==> src/hdl/xcfr_pkg.sv <==
// Shared constants, result codes and control interface types for the frame receiver.
`default_nettype none

package xcfr_pkg;

    localparam int MAX_PAYLOAD = 28;
    localparam int IDX_W       = $clog2(MAX_PAYLOAD);

    localparam logic [7:0] HDR_BYTE      = 8'h3D;
    localparam logic [7:0] PARTNER_ACK   = 8'hC5;
    localparam logic [7:0] ID_NONE       = 8'hFF;
    localparam logic [7:0] TIMEOUT_RESET = 8'd10;
    localparam logic [7:0] MAX_LEN_BYTE  = 8'(MAX_PAYLOAD);

    localparam logic FUNC_BYTE = 1'b0;
    localparam logic FUNC_TICK = 1'b1;

    typedef enum logic [2:0] {
        KIND_SEND_ACK  = 3'd0,
        KIND_PAYLOAD   = 3'd1,
        KIND_PARTNER   = 3'd2,
        KIND_BAD_SUM   = 3'd3,
        KIND_TIMEOUT   = 3'd4,
        KIND_TOO_LONG  = 3'd5
    } kind_t;

    // controller -> datapath
    typedef struct packed {
        logic take;       // input transfer this cycle
        logic cfg_we;     // timeout register write
        logic load_pend;  // move pending result into the output register
        logic load_dump;  // move next payload byte into the output register
    } ctrl_cmd_t;

    // datapath -> controller
    typedef struct packed {
        logic has_result;
        logic has_dump;
        logic dump_last;
    } dp_status_t;

endpackage

`default_nettype wire

==> src/hdl/xcfr_datapath.sv <==
// Deframing datapath: frame phase, checksum, payload store, pending and output registers.
`default_nettype none

module xcfr_datapath (
    input  wire logic                    clk,
    input  wire logic                    rst_n,
    input  wire xcfr_pkg::ctrl_cmd_t     cmd,
    input  wire logic                    func,
    input  wire logic [7:0]              rx_byte,
    input  wire logic [7:0]              cfg_data,
    output xcfr_pkg::dp_status_t         status,
    output logic [2:0]                   kind,
    output logic [7:0]                   data_byte,
    output logic [7:0]                   frame_number,
    output logic                         last
);

    typedef enum logic [4:0] {
        PH_IDLE  = 5'b00001,
        PH_ID    = 5'b00010,
        PH_LEN   = 5'b00100,
        PH_DATA  = 5'b01000,
        PH_CHECK = 5'b10000
    } phase_t;

    phase_t                       phase_reg, phase_next;
    logic [7:0]                   tmo_reg;
    logic [7:0]                   cur_id_reg, cur_id_next;
    logic [7:0]                   len_reg, len_next;
    logic [xcfr_pkg::IDX_W-1:0]   taken_reg, taken_next, taken_inc;
    logic [7:0]                   xor_reg, xor_next;
    logic [7:0]                   wait_reg, wait_next;
    logic [7:0]                   last_id_reg, last_id_next;
    logic [7:0]                   store_mem [xcfr_pkg::MAX_PAYLOAD];
    logic                         store_we;

    logic                         res_valid, res_dump;
    xcfr_pkg::kind_t              res_kind;
    logic [7:0]                   res_frame;

    logic                         has_result_reg, has_dump_reg;
    xcfr_pkg::kind_t              pend_kind_reg;
    logic [7:0]                   pend_frame_reg;
    logic [xcfr_pkg::IDX_W-1:0]   dump_idx_reg;

    xcfr_pkg::kind_t              out_kind_reg;
    logic [7:0]                   out_data_reg, out_frame_reg;
    logic                         out_last_reg;

    assign taken_inc = taken_reg + 1'b1;

    always_comb
    begin
        phase_next   = phase_reg;
        cur_id_next  = cur_id_reg;
        len_next     = len_reg;
        taken_next   = taken_reg;
        xor_next     = xor_reg;
        wait_next    = wait_reg;
        last_id_next = last_id_reg;
        store_we     = 1'b0;
        res_valid    = 1'b0;
        res_dump     = 1'b0;
        res_kind     = xcfr_pkg::KIND_SEND_ACK;
        res_frame    = cur_id_reg;
        if (cmd.take)
        begin
            if (func == xcfr_pkg::FUNC_TICK)
            begin
                if (phase_reg != PH_IDLE)
                begin
                    if (wait_reg <= 8'd1)
                    begin
                        res_valid  = 1'b1;
                        res_kind   = xcfr_pkg::KIND_TIMEOUT;
                        res_frame  = (phase_reg == PH_ID) ? 8'd0 : cur_id_reg;
                        phase_next = PH_IDLE;
                        wait_next  = 8'd0;
                    end
                    else
                    begin
                        wait_next = wait_reg - 8'd1;
                    end
                end
            end
            else
            begin
                case (phase_reg)
                    PH_ID:
                    begin
                        cur_id_next = rx_byte;
                        xor_next    = xor_reg ^ rx_byte;
                        wait_next   = tmo_reg;
                        phase_next  = PH_LEN;
                    end
                    PH_LEN:
                    begin
                        if (rx_byte > xcfr_pkg::MAX_LEN_BYTE)
                        begin
                            res_valid  = 1'b1;
                            res_kind   = xcfr_pkg::KIND_TOO_LONG;
                            phase_next = PH_IDLE;
                            wait_next  = 8'd0;
                        end
                        else
                        begin
                            len_next   = rx_byte;
                            taken_next = '0;
                            xor_next   = xor_reg ^ rx_byte;
                            wait_next  = tmo_reg;
                            phase_next = (rx_byte == 8'd0) ? PH_CHECK : PH_DATA;
                        end
                    end
                    PH_DATA:
                    begin
                        store_we   = 1'b1;
                        taken_next = taken_inc;
                        xor_next   = xor_reg ^ rx_byte;
                        wait_next  = tmo_reg;
                        if (8'(taken_inc) >= len_reg)
                            phase_next = PH_CHECK;
                    end
                    PH_CHECK:
                    begin
                        phase_next = PH_IDLE;
                        wait_next  = 8'd0;
                        res_valid  = 1'b1;
                        if (rx_byte != xor_reg)
                        begin
                            res_kind = xcfr_pkg::KIND_BAD_SUM;
                        end
                        else
                        begin
                            res_kind = xcfr_pkg::KIND_SEND_ACK;
                            if (cur_id_reg != last_id_reg)
                            begin
                                last_id_next = cur_id_reg;
                                res_dump     = (len_reg != 8'd0);
                            end
                        end
                    end
                    default:
                    begin
                        // idle: partner ack or start of a frame, other bytes dropped
                        phase_next = PH_IDLE;
                        if (rx_byte == xcfr_pkg::PARTNER_ACK)
                        begin
                            res_valid = 1'b1;
                            res_kind  = xcfr_pkg::KIND_PARTNER;
                            res_frame = 8'd0;
                        end
                        else if (rx_byte == xcfr_pkg::HDR_BYTE)
                        begin
                            xor_next   = xcfr_pkg::HDR_BYTE;
                            wait_next  = tmo_reg;
                            phase_next = PH_ID;
                        end
                    end
                endcase
            end
        end
    end

    always_ff @(posedge clk or negedge rst_n)
    begin
        if (!rst_n)
        begin
            phase_reg      <= PH_IDLE;
            tmo_reg        <= xcfr_pkg::TIMEOUT_RESET;
            cur_id_reg     <= 8'd0;
            len_reg        <= 8'd0;
            taken_reg      <= '0;
            xor_reg        <= 8'd0;
            wait_reg       <= 8'd0;
            last_id_reg    <= xcfr_pkg::ID_NONE;
            has_result_reg <= 1'b0;
            has_dump_reg   <= 1'b0;
            dump_idx_reg   <= '0;
        end
        else
        begin
            phase_reg   <= phase_next;
            cur_id_reg  <= cur_id_next;
            len_reg     <= len_next;
            taken_reg   <= taken_next;
            xor_reg     <= xor_next;
            wait_reg    <= wait_next;
            last_id_reg <= last_id_next;
            if (cmd.cfg_we)
                tmo_reg <= cfg_data;
            if (cmd.take)
            begin
                has_result_reg <= res_valid;
                has_dump_reg   <= res_dump;
            end
            if (cmd.load_pend)
                dump_idx_reg <= '0;
            else if (cmd.load_dump)
                dump_idx_reg <= dump_idx_reg + 1'b1;
        end
    end

    // payload store and result registers carry no reset
    always_ff @(posedge clk)
    begin
        if (store_we)
            store_mem[taken_reg] <= rx_byte;
        if (cmd.take)
        begin
            pend_kind_reg  <= res_kind;
            pend_frame_reg <= res_frame;
        end
        if (cmd.load_pend)
        begin
            out_kind_reg  <= pend_kind_reg;
            out_data_reg  <= 8'd0;
            out_frame_reg <= pend_frame_reg;
            out_last_reg  <= !has_dump_reg;
        end
        else if (cmd.load_dump)
        begin
            out_kind_reg  <= xcfr_pkg::KIND_PAYLOAD;
            out_data_reg  <= store_mem[dump_idx_reg];
            out_frame_reg <= cur_id_reg;
            out_last_reg  <= status.dump_last;
        end
    end

    assign status.has_result = has_result_reg;
    assign status.has_dump   = has_dump_reg;
    assign status.dump_last  = (8'(dump_idx_reg) + 8'd1 == len_reg);

    assign kind         = out_kind_reg;
    assign data_byte    = out_data_reg;
    assign frame_number = out_frame_reg;
    assign last         = out_last_reg;

endmodule

`default_nettype wire

==> src/hdl/xcfr_controller.sv <==
// Handshake sequencer: input transfers, result delivery and payload burst control.
`default_nettype none

module xcfr_controller (
    input  wire logic                  clk,
    input  wire logic                  rst_n,
    input  wire logic                  in_valid,
    input  wire logic                  out_stall,
    input  wire logic                  cfg_valid,
    input  wire xcfr_pkg::dp_status_t  status,
    output xcfr_pkg::ctrl_cmd_t        cmd,
    output logic                       in_stall,
    output logic                       out_valid,
    output logic                       cfg_ready
);

    typedef enum logic [2:0] {
        ST_WAIT_IN = 3'b001,
        ST_SEND    = 3'b010,
        ST_DUMP    = 3'b100
    } ctrl_state_t;

    ctrl_state_t state_reg, state_next;
    logic        out_valid_reg, out_valid_next;
    logic        slot_free;

    assign slot_free = !out_valid_reg || !out_stall;

    always_comb
    begin
        state_next    = state_reg;
        cmd.take      = 1'b0;
        cmd.cfg_we    = cfg_valid;
        cmd.load_pend = 1'b0;
        cmd.load_dump = 1'b0;
        case (state_reg)
            ST_SEND:
            begin
                if (!status.has_result)
                begin
                    state_next = ST_WAIT_IN;
                end
                else if (slot_free)
                begin
                    cmd.load_pend = 1'b1;
                    state_next    = status.has_dump ? ST_DUMP : ST_WAIT_IN;
                end
            end
            ST_DUMP:
            begin
                if (slot_free)
                begin
                    cmd.load_dump = 1'b1;
                    if (status.dump_last)
                        state_next = ST_WAIT_IN;
                end
            end
            default:
            begin
                if (in_valid)
                begin
                    cmd.take   = 1'b1;
                    state_next = ST_SEND;
                end
            end
        endcase
        out_valid_next = cmd.load_pend || cmd.load_dump || (out_valid_reg && out_stall);
    end

    always_ff @(posedge clk or negedge rst_n)
    begin
        if (!rst_n)
        begin
            state_reg     <= ST_WAIT_IN;
            out_valid_reg <= 1'b0;
        end
        else
        begin
            state_reg     <= state_next;
            out_valid_reg <= out_valid_next;
        end
    end

    assign in_stall  = (state_reg != ST_WAIT_IN);
    assign out_valid = out_valid_reg;
    assign cfg_ready = 1'b1;

endmodule

`default_nettype wire

==> src/hdl/xor_checked_frame_receiver.sv <==
// Top level of the XOR-checked serial frame receiver.
//
//  channel | direction | handshake           | payload
//  --------+-----------+---------------------+----------------------------------------
//  in      | sink      | in_valid / in_stall | func, rx_byte
//  out     | source    | out_valid/out_stall | kind, data_byte, frame_number, last
//  cfg     | sink      | cfg_valid/cfg_ready | cfg_data (byte_timeout_ticks)
//
//  An input transfer is taken in ST_WAIT_IN and resolved in ST_SEND; a new frame with L
//  payload bytes then sends them from the store, one per cycle while the output is free.
//  A result waits in the output register, so the next input transfer is taken
//  while it is still stalled; further results wait on out_stall.
//  Reset clears the frame phase, timeout register (to 10) and last id (to 0xFF);
//  the payload store is not cleared and is only read after being written.
`default_nettype none

module xor_checked_frame_receiver (
    input  wire logic       clk,
    input  wire logic       rst_n,
    // input channel
    input  wire logic       in_valid,
    output logic            in_stall,
    input  wire logic       func,
    input  wire logic [7:0] rx_byte,
    // result channel
    output logic            out_valid,
    input  wire logic       out_stall,
    output logic [2:0]      kind,
    output logic [7:0]      data_byte,
    output logic [7:0]      frame_number,
    output logic            last,
    // timeout register write channel
    input  wire logic       cfg_valid,
    output logic            cfg_ready,
    input  wire logic [7:0] cfg_data
);

    xcfr_pkg::ctrl_cmd_t  cmd;
    xcfr_pkg::dp_status_t status;

    // Sequence transfers: take an item, hand its result to the output register,
    // then stream the buffered payload when the frame carries a new id.
    xcfr_controller u_ctrl (
        .clk       (clk),
        .rst_n     (rst_n),
        .in_valid  (in_valid),
        .out_stall (out_stall),
        .cfg_valid (cfg_valid),
        .status    (status),
        .cmd       (cmd),
        .in_stall  (in_stall),
        .out_valid (out_valid),
        .cfg_ready (cfg_ready)
    );

    // Track the frame phase, running checksum and byte timer; hold the payload.
    xcfr_datapath u_dp (
        .clk          (clk),
        .rst_n        (rst_n),
        .cmd          (cmd),
        .func         (func),
        .rx_byte      (rx_byte),
        .cfg_data     (cfg_data),
        .status       (status),
        .kind         (kind),
        .data_byte    (data_byte),
        .frame_number (frame_number),
        .last         (last)
    );

endmodule

`default_nettype wire

==> config.mk <==
export PLATFORM = sky130hd
export DESIGN_NAME = xor_checked_frame_receiver
export DESIGN_NICKNAME = d
export VERILOG_FILES = /design/src/hdl/xcfr_pkg.sv /design/src/hdl/xcfr_datapath.sv /design/src/hdl/xcfr_controller.sv /design/src/hdl/xor_checked_frame_receiver.sv
export SDC_FILE = /design/constraint.sdc
export NUM_CORES = 1
export LEC_CHECK = 0
export ABC_AREA = 1
export BUFFER_PORTS_ARGS = -buffer_cell sky130_fd_sc_hd__buf_2
export CELL_PAD_IN_SITES_DETAIL_PLACEMENT = 1
export CELL_PAD_IN_SITES_GLOBAL_PLACEMENT = 1
export CORE_MARGIN = 4
export CORE_UTILIZATION = 30
export CTS_BUF_LIST = sky130_fd_sc_hd__clkbuf_8
export CTS_CLUSTER_DIAMETER = 80
export DETAILED_ROUTE_END_ITERATION = 7
export GPL_TIMING_DRIVEN = 0
export PLACE_DENSITY = 0.52
export REMOVE_ABC_BUFFERS = 1
export SYNTH_ARGS = -nofsm -noshare
export SYNTH_HDL_FRONTEND = slang
export SYNTH_SLANG_ARGS = --single-unit
==> constraint.sdc <==
create_clock -name clk -period 3.4 [get_ports clk]
set_input_delay 0.51 -clock clk [delete_from_list [all_inputs] [get_ports clk]]
set_output_delay 0.51 -clock clk [all_outputs]
set_load 0.01 [all_outputs]
==> summary.md, run 1 <==
| Metric | Value |
|---|---|
| Largest register FFs | `224` |
| Mapped Cells | `around 1300` |
| Register with the most flip-flops | `u_dp.store_mem` |
| # H-tree levels | `2` |
| Antenna cells | `0` |
| Synth unique cells | `47` |
| Tcrit/Tclk final | `93.1%` |
| Most frequent cells in the layout | `edfxtp_1 (247), nor2_1 (211), nand2_1 (196)` |
| RSZ-0062 raised after global routing | `no` |
| Rel. slew slack | `18.2%` |
| Most common flop cell mapped by yosys | `edfxtp_1` |
| Power density over the cells | `552 mW/mm²` |
| Worst Hold Depth | `3` |
| Port Buffers | `between 40 and 50` |
| Layout Nets | `1380` |
| Hold path startpoint | `cfg_data[5]` |
| Finished Core Util | `34.9%` |
| Share of layout cells above drive strength 1 | `13.0%` |
| Setup violations, final | `0` |
| Routability congestion estimate | `0.716` |
| Clock sinks | `324` |
| Req. time, crit path | `3.66 ns` |
| Ports | `45` |
| Vias in the first global route | `approximately 10000` |
| Reg2Reg Depth | `8` |
| Core area | `about 0.046 mm²` |
| Clock root buffer | `clkbuf_8` |
| Syn avg cell area | `10.8 µm²` |
| Post-CTS Setup Bufs | `0` |
| Initial antenna violation count | `1` |
| Peak supply drop | `0.268 mV` |
| Worst slew pin tran | `1.22 ns` |
| DR WL/cell | `between 15 and 20 µm` |
| Fin. Hold Viols | `0` |
| Max clock buf depth | `3` |
| Core Rows | `78` |
| DP HPWL | `23.2 mm` |
| R2r setup slk | `between 0.2 and 0.25 ns` |
| Die W | `between 200 and 250 µm` |
| Full die area | `0.0503 mm²` |
| Status | `completed` |
| Final Slew Violations | `0` |
| Die Ht | `approximately 220 µm` |
| CTS tree | `built` |
| Clock-pin slew on the worst setup and hold paths | `~0.060 ns` |
| Grt ovf | `0` |
| TritonRoute pass-1 iters | `4` |
| Area Growth Syn to Fin | `13.9%` |
| Post-Route WL | `38.6 mm` |
| Hold slack | `0.0720 ns` |
| Max-Cap Viols | `0` |
| Startpoint types | `register` |
| GRT Total Usage | `about 15%` |
| Layout Skew | `0.0308 ns` |
| Vias per cell | `4.77` |
| CP Capture Type | `register` |
| Minimum clock period | `3.16 ns` |
| Max Fclk | `316 MHz` |
| Largest net degree at the start of global routing | `75` |
| Clk_lat worst skew | `0.66 ns` |
| CP Max Fanout | `14` |
| Most common cell after layout, fill and taps aside | `edfxtp_1` |
| Yosys synthesis warning count | `0` |
| Initial Util | `around 30%` |
| Lkg Pwr | `5.96 nW` |
| Total CTS buffers | `58` |
| Ys async rst share | `21.3%` |
| Tot Pwr | `8.82 mW` |
| Final ANT Viol Nets | `0` |
| Worst Hold Path EP | `u_dp.tmo_reg[5]` |
| Synthesized area | `0.0140 mm²` |
| First-pass GRT wire length | `about 60 mm` |
| Seq cells post-synth | `324` |
| Number of flops mapped to enable cells by yosys | `247` |
| DRC | `0` |
| Sequential-to-total area share from yosys stat | `66.4%` |
| Setup CP Type | `register to register` |
| Worst Path Arrival | `3.42 ns` |
| Via Count | `9511` |
| Worst r2r src | `u_ctrl.state_reg[0]` |
| Initial DRC Count | `375` |
| Hold Crit Class | `primary input to register` |
| Worst reg2reg path endpoint | `u_dp.store_mem[20][2]` |
## metal layers
| metal | GRT usage [%] | vias up | routed length [µm] |
|---|---|---|---|
| met5 | 0 | - | 0 |
| met4 | 4.58 | 0 | 820 |
| met3 | 2.61 | 56 | 1330 |
| met2 | 25.2 | 139 | 18200 |
| met1 | 21.0 | 4712 | 18200 |
| li1 | - | 4604 | - |
## layout make-up
type,instances,area (µm²)
tap,600,751
timing repair buffer,48,330
clock inverter,48,289
multi-input combinational,823,4100
inverter,91,345
sequential,324,9330
clock buffer,61,840
fill,5114,29800
## repair_timing
action | CTS | global route
pin swaps | 0 | 0
gates cloned | 0 | 0
hold endpoints to repair | 24 | 0
gates resized for setup | 1 | 1
hold buffers | 1 | 0
endpoints found under the setup margin | 2 | 8
## how the worst max path moves through the flow
stage | depth (start not counted) | end | slack, ns | start
2_1_floorplan | 9 | u_dp.data_byte[3] | -1.11 | u_dp.dump_idx_reg[0]
3_3_place_gp | 9 | u_dp.data_byte[3] | -6.10 | u_dp.dump_idx_reg[0]
3_5_place_dp | 11 | u_ctrl.state_reg[1] | -0.02 | u_dp.dump_idx_reg[2]
4_1_cts | 8 | u_dp.store_mem[20][7] | 0.1 | u_ctrl.state_reg[0]
5_1_grt | 8 | u_dp.store_mem[20][3] | 0.004 | u_ctrl.state_reg[0]
6_report | 8 | u_dp.store_mem[20][2] | 0.24 | u_ctrl.state_reg[0]
## metrics by stage
| step | cells | area (µm²) | setup slack [ns] | TNS [ns] |
|---|---|---|---|---|
| 2_1_floorplan | 1238 | 13800 | -1.11 | -8.84 |
| 3_3_place_gp | 1881 | 14700 | -6.10 | -59.60 |
| 3_5_place_dp | 1885 | 14800 | -0.0232 | -0.0454 |
| 4_1_cts | 1995 | 16000 | 0.0976 | 0 |
| 5_1_grt | 1995 | 16000 | 0.00442 | 0 |
| 6_report | 1995 | 16000 | 0.236 | 0 |
## logic make-up after synthesis
family | count (synthesis) | synth area share [%]
fa+ha+maj | 12 | 1.07
xor+xnor | 20 | 1.25
simple gates | 548 | 16.8
compound gates | 242 | 10.1
flops | 324 | 66.4
buf+inv | 147 | 4.40
other cells | 1 | 0.0267
## cell usage after synthesis (3+ instances only)
library cell	n	area (µm²)
dfxtp_1	8	160
dfrtp_1	57	1430
buf_2	23	115
nor2_2	7	43.8
o21ai_2	11	96.3
inv_2	5	18.8
buf_4	6	45.0
nand2_2	6	37.5
nor4_1	3	18.8
xor2_1	12	105
nor2_4	4	45.0
clkbuf_1	24	90.1
edfxtp_1	247	7420
a32oi_1	4	35.0
o211ai_1	44	330
nand2_1	196	736
nand3_1	85	425
o21ai_0	153	766
o22ai_1	7	43.8
o221ai_1	3	26.3
nor3_1	12	60.1
nor2_1	213	800
dfstp_2	12	315
xnor2_1	8	70.1
inv_1	83	312
ha_1	12	150
nand4_1	10	62.6
clkinv_1	3	11.3
a21oi_1	12	60.1
## where the power goes
| group | switching [mW] | leakage, nW | internal [mW] | total [mW] |
|---|---|---|---|---|
| clock network | 1.68 | 0.643 | 1.89 | 3.57 |
| logic | 0.530 | 2.21 | 0.219 | 0.750 |
| registers | 0.0790 | 3.10 | 4.42 | 4.50 |
| total | 2.29 | 5.96 | 6.53 | 8.82 |
## critical path, stage by stage (launching register included)
cell     delay [ns]
dfstp_2        0.58
nor3_2         0.08
nor2_4         0.15
nand2_4        0.13
inv_2          0.30
nand2_1        0.20
inv_2          0.16
nand2_1        0.28
nor2_1         0.89
Power figures use the tool's default switching activity.
==> run 2, diff against run 1 <==
--- a/config.mk
+++ b/config.mk
@@ -5,17 +5,17 @@
 export SDC_FILE = /design/constraint.sdc
 export NUM_CORES = 1
 export LEC_CHECK = 0
-export ABC_AREA = 1
+export ABC_AREA = 0
 export BUFFER_PORTS_ARGS = -buffer_cell sky130_fd_sc_hd__buf_2
 export CELL_PAD_IN_SITES_DETAIL_PLACEMENT = 1
 export CELL_PAD_IN_SITES_GLOBAL_PLACEMENT = 1
 export CORE_MARGIN = 4
-export CORE_UTILIZATION = 30
+export CORE_UTILIZATION = 24
 export CTS_BUF_LIST = sky130_fd_sc_hd__clkbuf_8
-export CTS_CLUSTER_DIAMETER = 80
+export CTS_CLUSTER_DIAMETER = 150
 export DETAILED_ROUTE_END_ITERATION = 7
 export GPL_TIMING_DRIVEN = 0
-export PLACE_DENSITY = 0.52
+export PLACE_DENSITY = 0.42
 export REMOVE_ABC_BUFFERS = 1
 export SYNTH_ARGS = -nofsm -noshare
 export SYNTH_HDL_FRONTEND = slang
==> run 2 against run 1 <==
  * First-iteration DRC count shrank 4.3%
  * Count of clock-buffer cells in the layout grew 1
  * Non-clock buffer count is the same
  * Largest cell class unchanged
==> summary.md, run 2 <==
| Metric | Value |
|---|---|
| Startpoint types | `register` |
| Rel. slew slack | `21.6% (+3.3 points)` |
| Initial antenna violation count | `0 (-1)` |
| Tcrit/Tclk final | `93.8% (+0.68 points)` |
| Largest register FFs | `224 (unchanged)` |
| Layout Nets | `1004 (-27%)` |
| Share of layout cells above drive strength 1 | `23.1% (+10 points)` |
| Storage cell area | `0.00933 mm² (about the same)` |
| Hold Crit Class | `primary input to register` |
| DR WL/cell | `20.8 µm (+7.5%)` |
| Ys async rst share | `21.3% (unchanged)` |
| Antenna cells | `0 (unchanged)` |
| First-pass GRT wire length | `56.8 mm (-5.2%)` |
| Top cell type's share of synthesized area | `53.2% (+0.33 points)` |
| Most common flop cell mapped by yosys | `edfxtp_1` |
| Post-DP Area | `0.0150 mm² (+0.86%)` |
| Seq cells post-synth | `324 (unchanged)` |
| Count leader, synth | `edfxtp_1` |
| Die W | `249 µm (+11%)` |
| Hold slack | `0.0917 ns (+0.0197 ns)` |
| Max clock buf depth | `3 (unchanged)` |
| TritonRoute pass-1 iters | `4 (unchanged)` |
| Post-CTS Setup Bufs | `0 (unchanged)` |
| Layout Skew | `0.0506 ns (+0.0198 ns)` |
| Final TNS setup | `0 ns (unchanged)` |
| Mapped Cells | `914 (-29%)` |
| DRC | `0 (unchanged)` |
| DP HPWL | `22.2 mm (-4.3%)` |
| Clock root buffer | `clkbuf_8` |
| Tot Pwr | `8.53 mW (-3.3%)` |
| Number of flops mapped to enable cells by yosys | `247 (unchanged)` |
| Die Ht | `249 µm (+11%)` |
| Grt ovf | `0 (unchanged)` |
| Syn avg cell area | `15.3 µm² (+41%)` |
| Initial DRC Count | `359 (-4.3%)` |
| Total CTS buffers | `58 (unchanged)` |
| CTS tree | `built` |
| Core area | `0.0576 mm² (+26%)` |
| Clock-pin slew on the worst setup and hold paths | `0.06 ns (about the same)` |
| Minimum clock period | `3.19 ns (+0.0231 ns)` |
| Ports | `45 (unchanged)` |
| Req. time, crit path | `3.63 ns (-0.03 ns)` |
| Full die area | `0.0620 mm² (+23%)` |
| Sequential-to-total area share from yosys stat | `66.8% (+0.41 points)` |
| Synthesized area | `0.0139 mm² (-0.62%)` |
| # H-tree levels | `2 (unchanged)` |
| Clock sinks | `324 (unchanged)` |
| Power density over the cells | `531 mW/mm² (-3.8%)` |
| Area Growth Syn to Fin | `15.2%` |
| Top post-synthesis cells by area | `edfxtp_1 (53%), dfrtp_1 (10%), mux4_2 (8.6%), dfstp_2 (2.3%), nor2_1 (1.9%)` |
| Core Rows | `88 (+13%)` |
| Peak supply drop | `0.252 mV (-5.9%)` |
| Clk_lat worst skew | `0.66 ns (about the same)` |
| Most common cell after layout, fill and taps aside | `edfxtp_1` |
| Final Slew Violations | `0 (unchanged)` |
| Lkg Pwr | `5.52 nW (-7.3%)` |
| Post-Layout Inst Area | `0.0161 mm² (+0.53%)` |
| Status | `completed` |
| Max-Cap Viols | `0 (unchanged)` |
| RSZ-0062 raised after global routing | `yes` |
| Yosys synthesis warning count | `0 (unchanged)` |
| Post-Route WL | `37.1 mm (-4.0%)` |
| GRT Total Usage | `11.9% (-3.5 points)` |
| Routability congestion estimate | `0.691 (-3.6%)` |
| Vias per cell | `4.45 (-6.6%)` |
| Synth unique cells | `75 (+60%)` |
| Setup CP Type | `register to register` |
| Multi-input gate area | `0.00435 mm² (+5.9%)` |
| CP Max Fanout | `8 (-6)` |
| # fillers | `6111 (+19%)` |
| Most frequent cells in the layout | `edfxtp_1 (247), clkbuf_8 (62), nor2_1 (54)` |
| Worst Path Arrival | `3.42 ns (about the same)` |
| Port Buffers | `43 (unchanged)` |
| CP Capture Type | `register` |
| Largest net degree at the start of global routing | `44 (-41%)` |
| Final ANT Viol Nets | `0 (unchanged)` |
| Initial Util | `24.2% (-6.4 points)` |
| Vias in the first global route | `8897 (-11%)` |
| Register with the most flip-flops | `u_dp.store_mem` |
| Via Count | `7934 (-17%)` |
| Fin. Hold Viols | `0 (unchanged)` |
| Max Fclk | `314 MHz (-0.72%)` |
| Setup violations, final | `0 (unchanged)` |
| Top cells by count, synth | `edfxtp_1 (247), nor2_1 (72), dfrtp_1 (57), mux4_2 (53), nand2_1 (53)` |
| Post-synth top area cell | `edfxtp_1` |
| Worst slew pin tran | `1.17 ns (-0.0498 ns)` |
-- run 2: cell count changes in the layout (fill, tap and decap cells not counted), sizes merged, moves of 14 or more --
| cell | previous run | this run |
|---|---|---|
| mux2 | 0 | 27 |
| mux4 | 0 | 53 |
| nand2 | 203 | 53 |
| o211ai | 44 | 4 |
| mux2i | 0 | 25 |
| nand3 | 87 | 12 |
| inv | 108 | 53 |
| and2 | 0 | 14 |
| a211oi | 0 | 14 |
| clkinv | 27 | 9 |
| nor2 | 224 | 73 |
| nor2b | 0 | 20 |
| o21ai | 165 | 25 |
-- run 2: path summary, 6_finish.rpt --
| check | start | depth (start not counted) | end | slack, ns |
|---|---|---|---|---|
| worst max-delay path | u_dp.phase_reg[1] | 5 | u_dp.store_mem[8][7] | 0.21 |
| worst min-delay path | cfg_data[6] | 2 | u_dp.tmo_reg[6] | 0.09 |
| worst max register to register | u_dp.phase_reg[1] | 5 | u_dp.store_mem[8][7] | 0.21 |
| worst min register to register | u_dp.data_byte[1] | 1 | u_dp.data_byte[1] | 0.50 |
| max in group asynchronous | rst_n | 3 | u_dp.tmo_reg[1] | 2.35 |
| min in group asynchronous | rst_n | 2 | u_dp.cur_id_reg[5] | 0.36 |
-- run 2: critical path, cell delays in order (launching register included) --
cell and delay (ns):
dfrtp_1 0.47, nor2_1 0.32, nand4b_1 0.29, nor3_2 0.47, nand2_1 0.33, nor2_1 0.88
-- run 2: area by class of cell --
| type | instances | share of cell area, % |
|---|---|---|
| clock buffers | 62 | 5.31 |
| clock inverters | 45 | 1.18 |
| multi-input cells | 520 | 27.0 |
| inverters | 18 | 0.444 |
| flip-flops and latches | 324 | 58.1 |
| well taps | 765 | 5.96 |
| repair buffers | 48 | 2.01 |
-- run 2: kinds of logic after synthesis --
group	after synthesis	share of synthesized area, %
flops	324	66.8
simple gates	244	8.92
compound gates	128	6.40
mux	105	12.5
buf+inv	70	2.35
xor+xnor	30	1.88
fa+ha+maj	12	1.08
other cells	1	0.0269
-- run 2: metrics by stage --
step,utilization (%),setup WS [ns],std cells
final,27.9,0.212,1782
after global routing,27.9,-0.153,1782
after global placement,25.8,-1.66,1670
after CTS,27.8,0.107,1782
after floorplan,-,0.0212,862
after detailed placement,26.0,0.102,1674
-- run 2: what timing repair did --
item | in CTS | in global routing
resized for setup | 0 | 19
setup endpoints to repair | 0 | 128
hold buffers | 1 | 0
endpoints found under the hold margin | 27 | 0
-- run 2: per-layer routing --
layer / up-vias / wire length [µm] / track usage, % / part of all wire (%)
met3: 54 / 1390 / 2.66 / 3.8
met4: 0 / 758 / 3.70 / 2.0
li1: 3637 / - / - / -
met2: 115 / 18200 / 20.3 / 49
met1: 4128 / 16700 / 15.1 / 45
met5: - / 0 / 0 / 0
-- run 2: power breakdown --
part           leakage (nW)  total, mW  internal (mW)  switching (mW)
combinational          1.72      0.654          0.196           0.459
clock                 0.657       3.33           1.68            1.65
sequential             3.14       4.54           4.43           0.114
total                  5.52       8.53           6.30            2.22
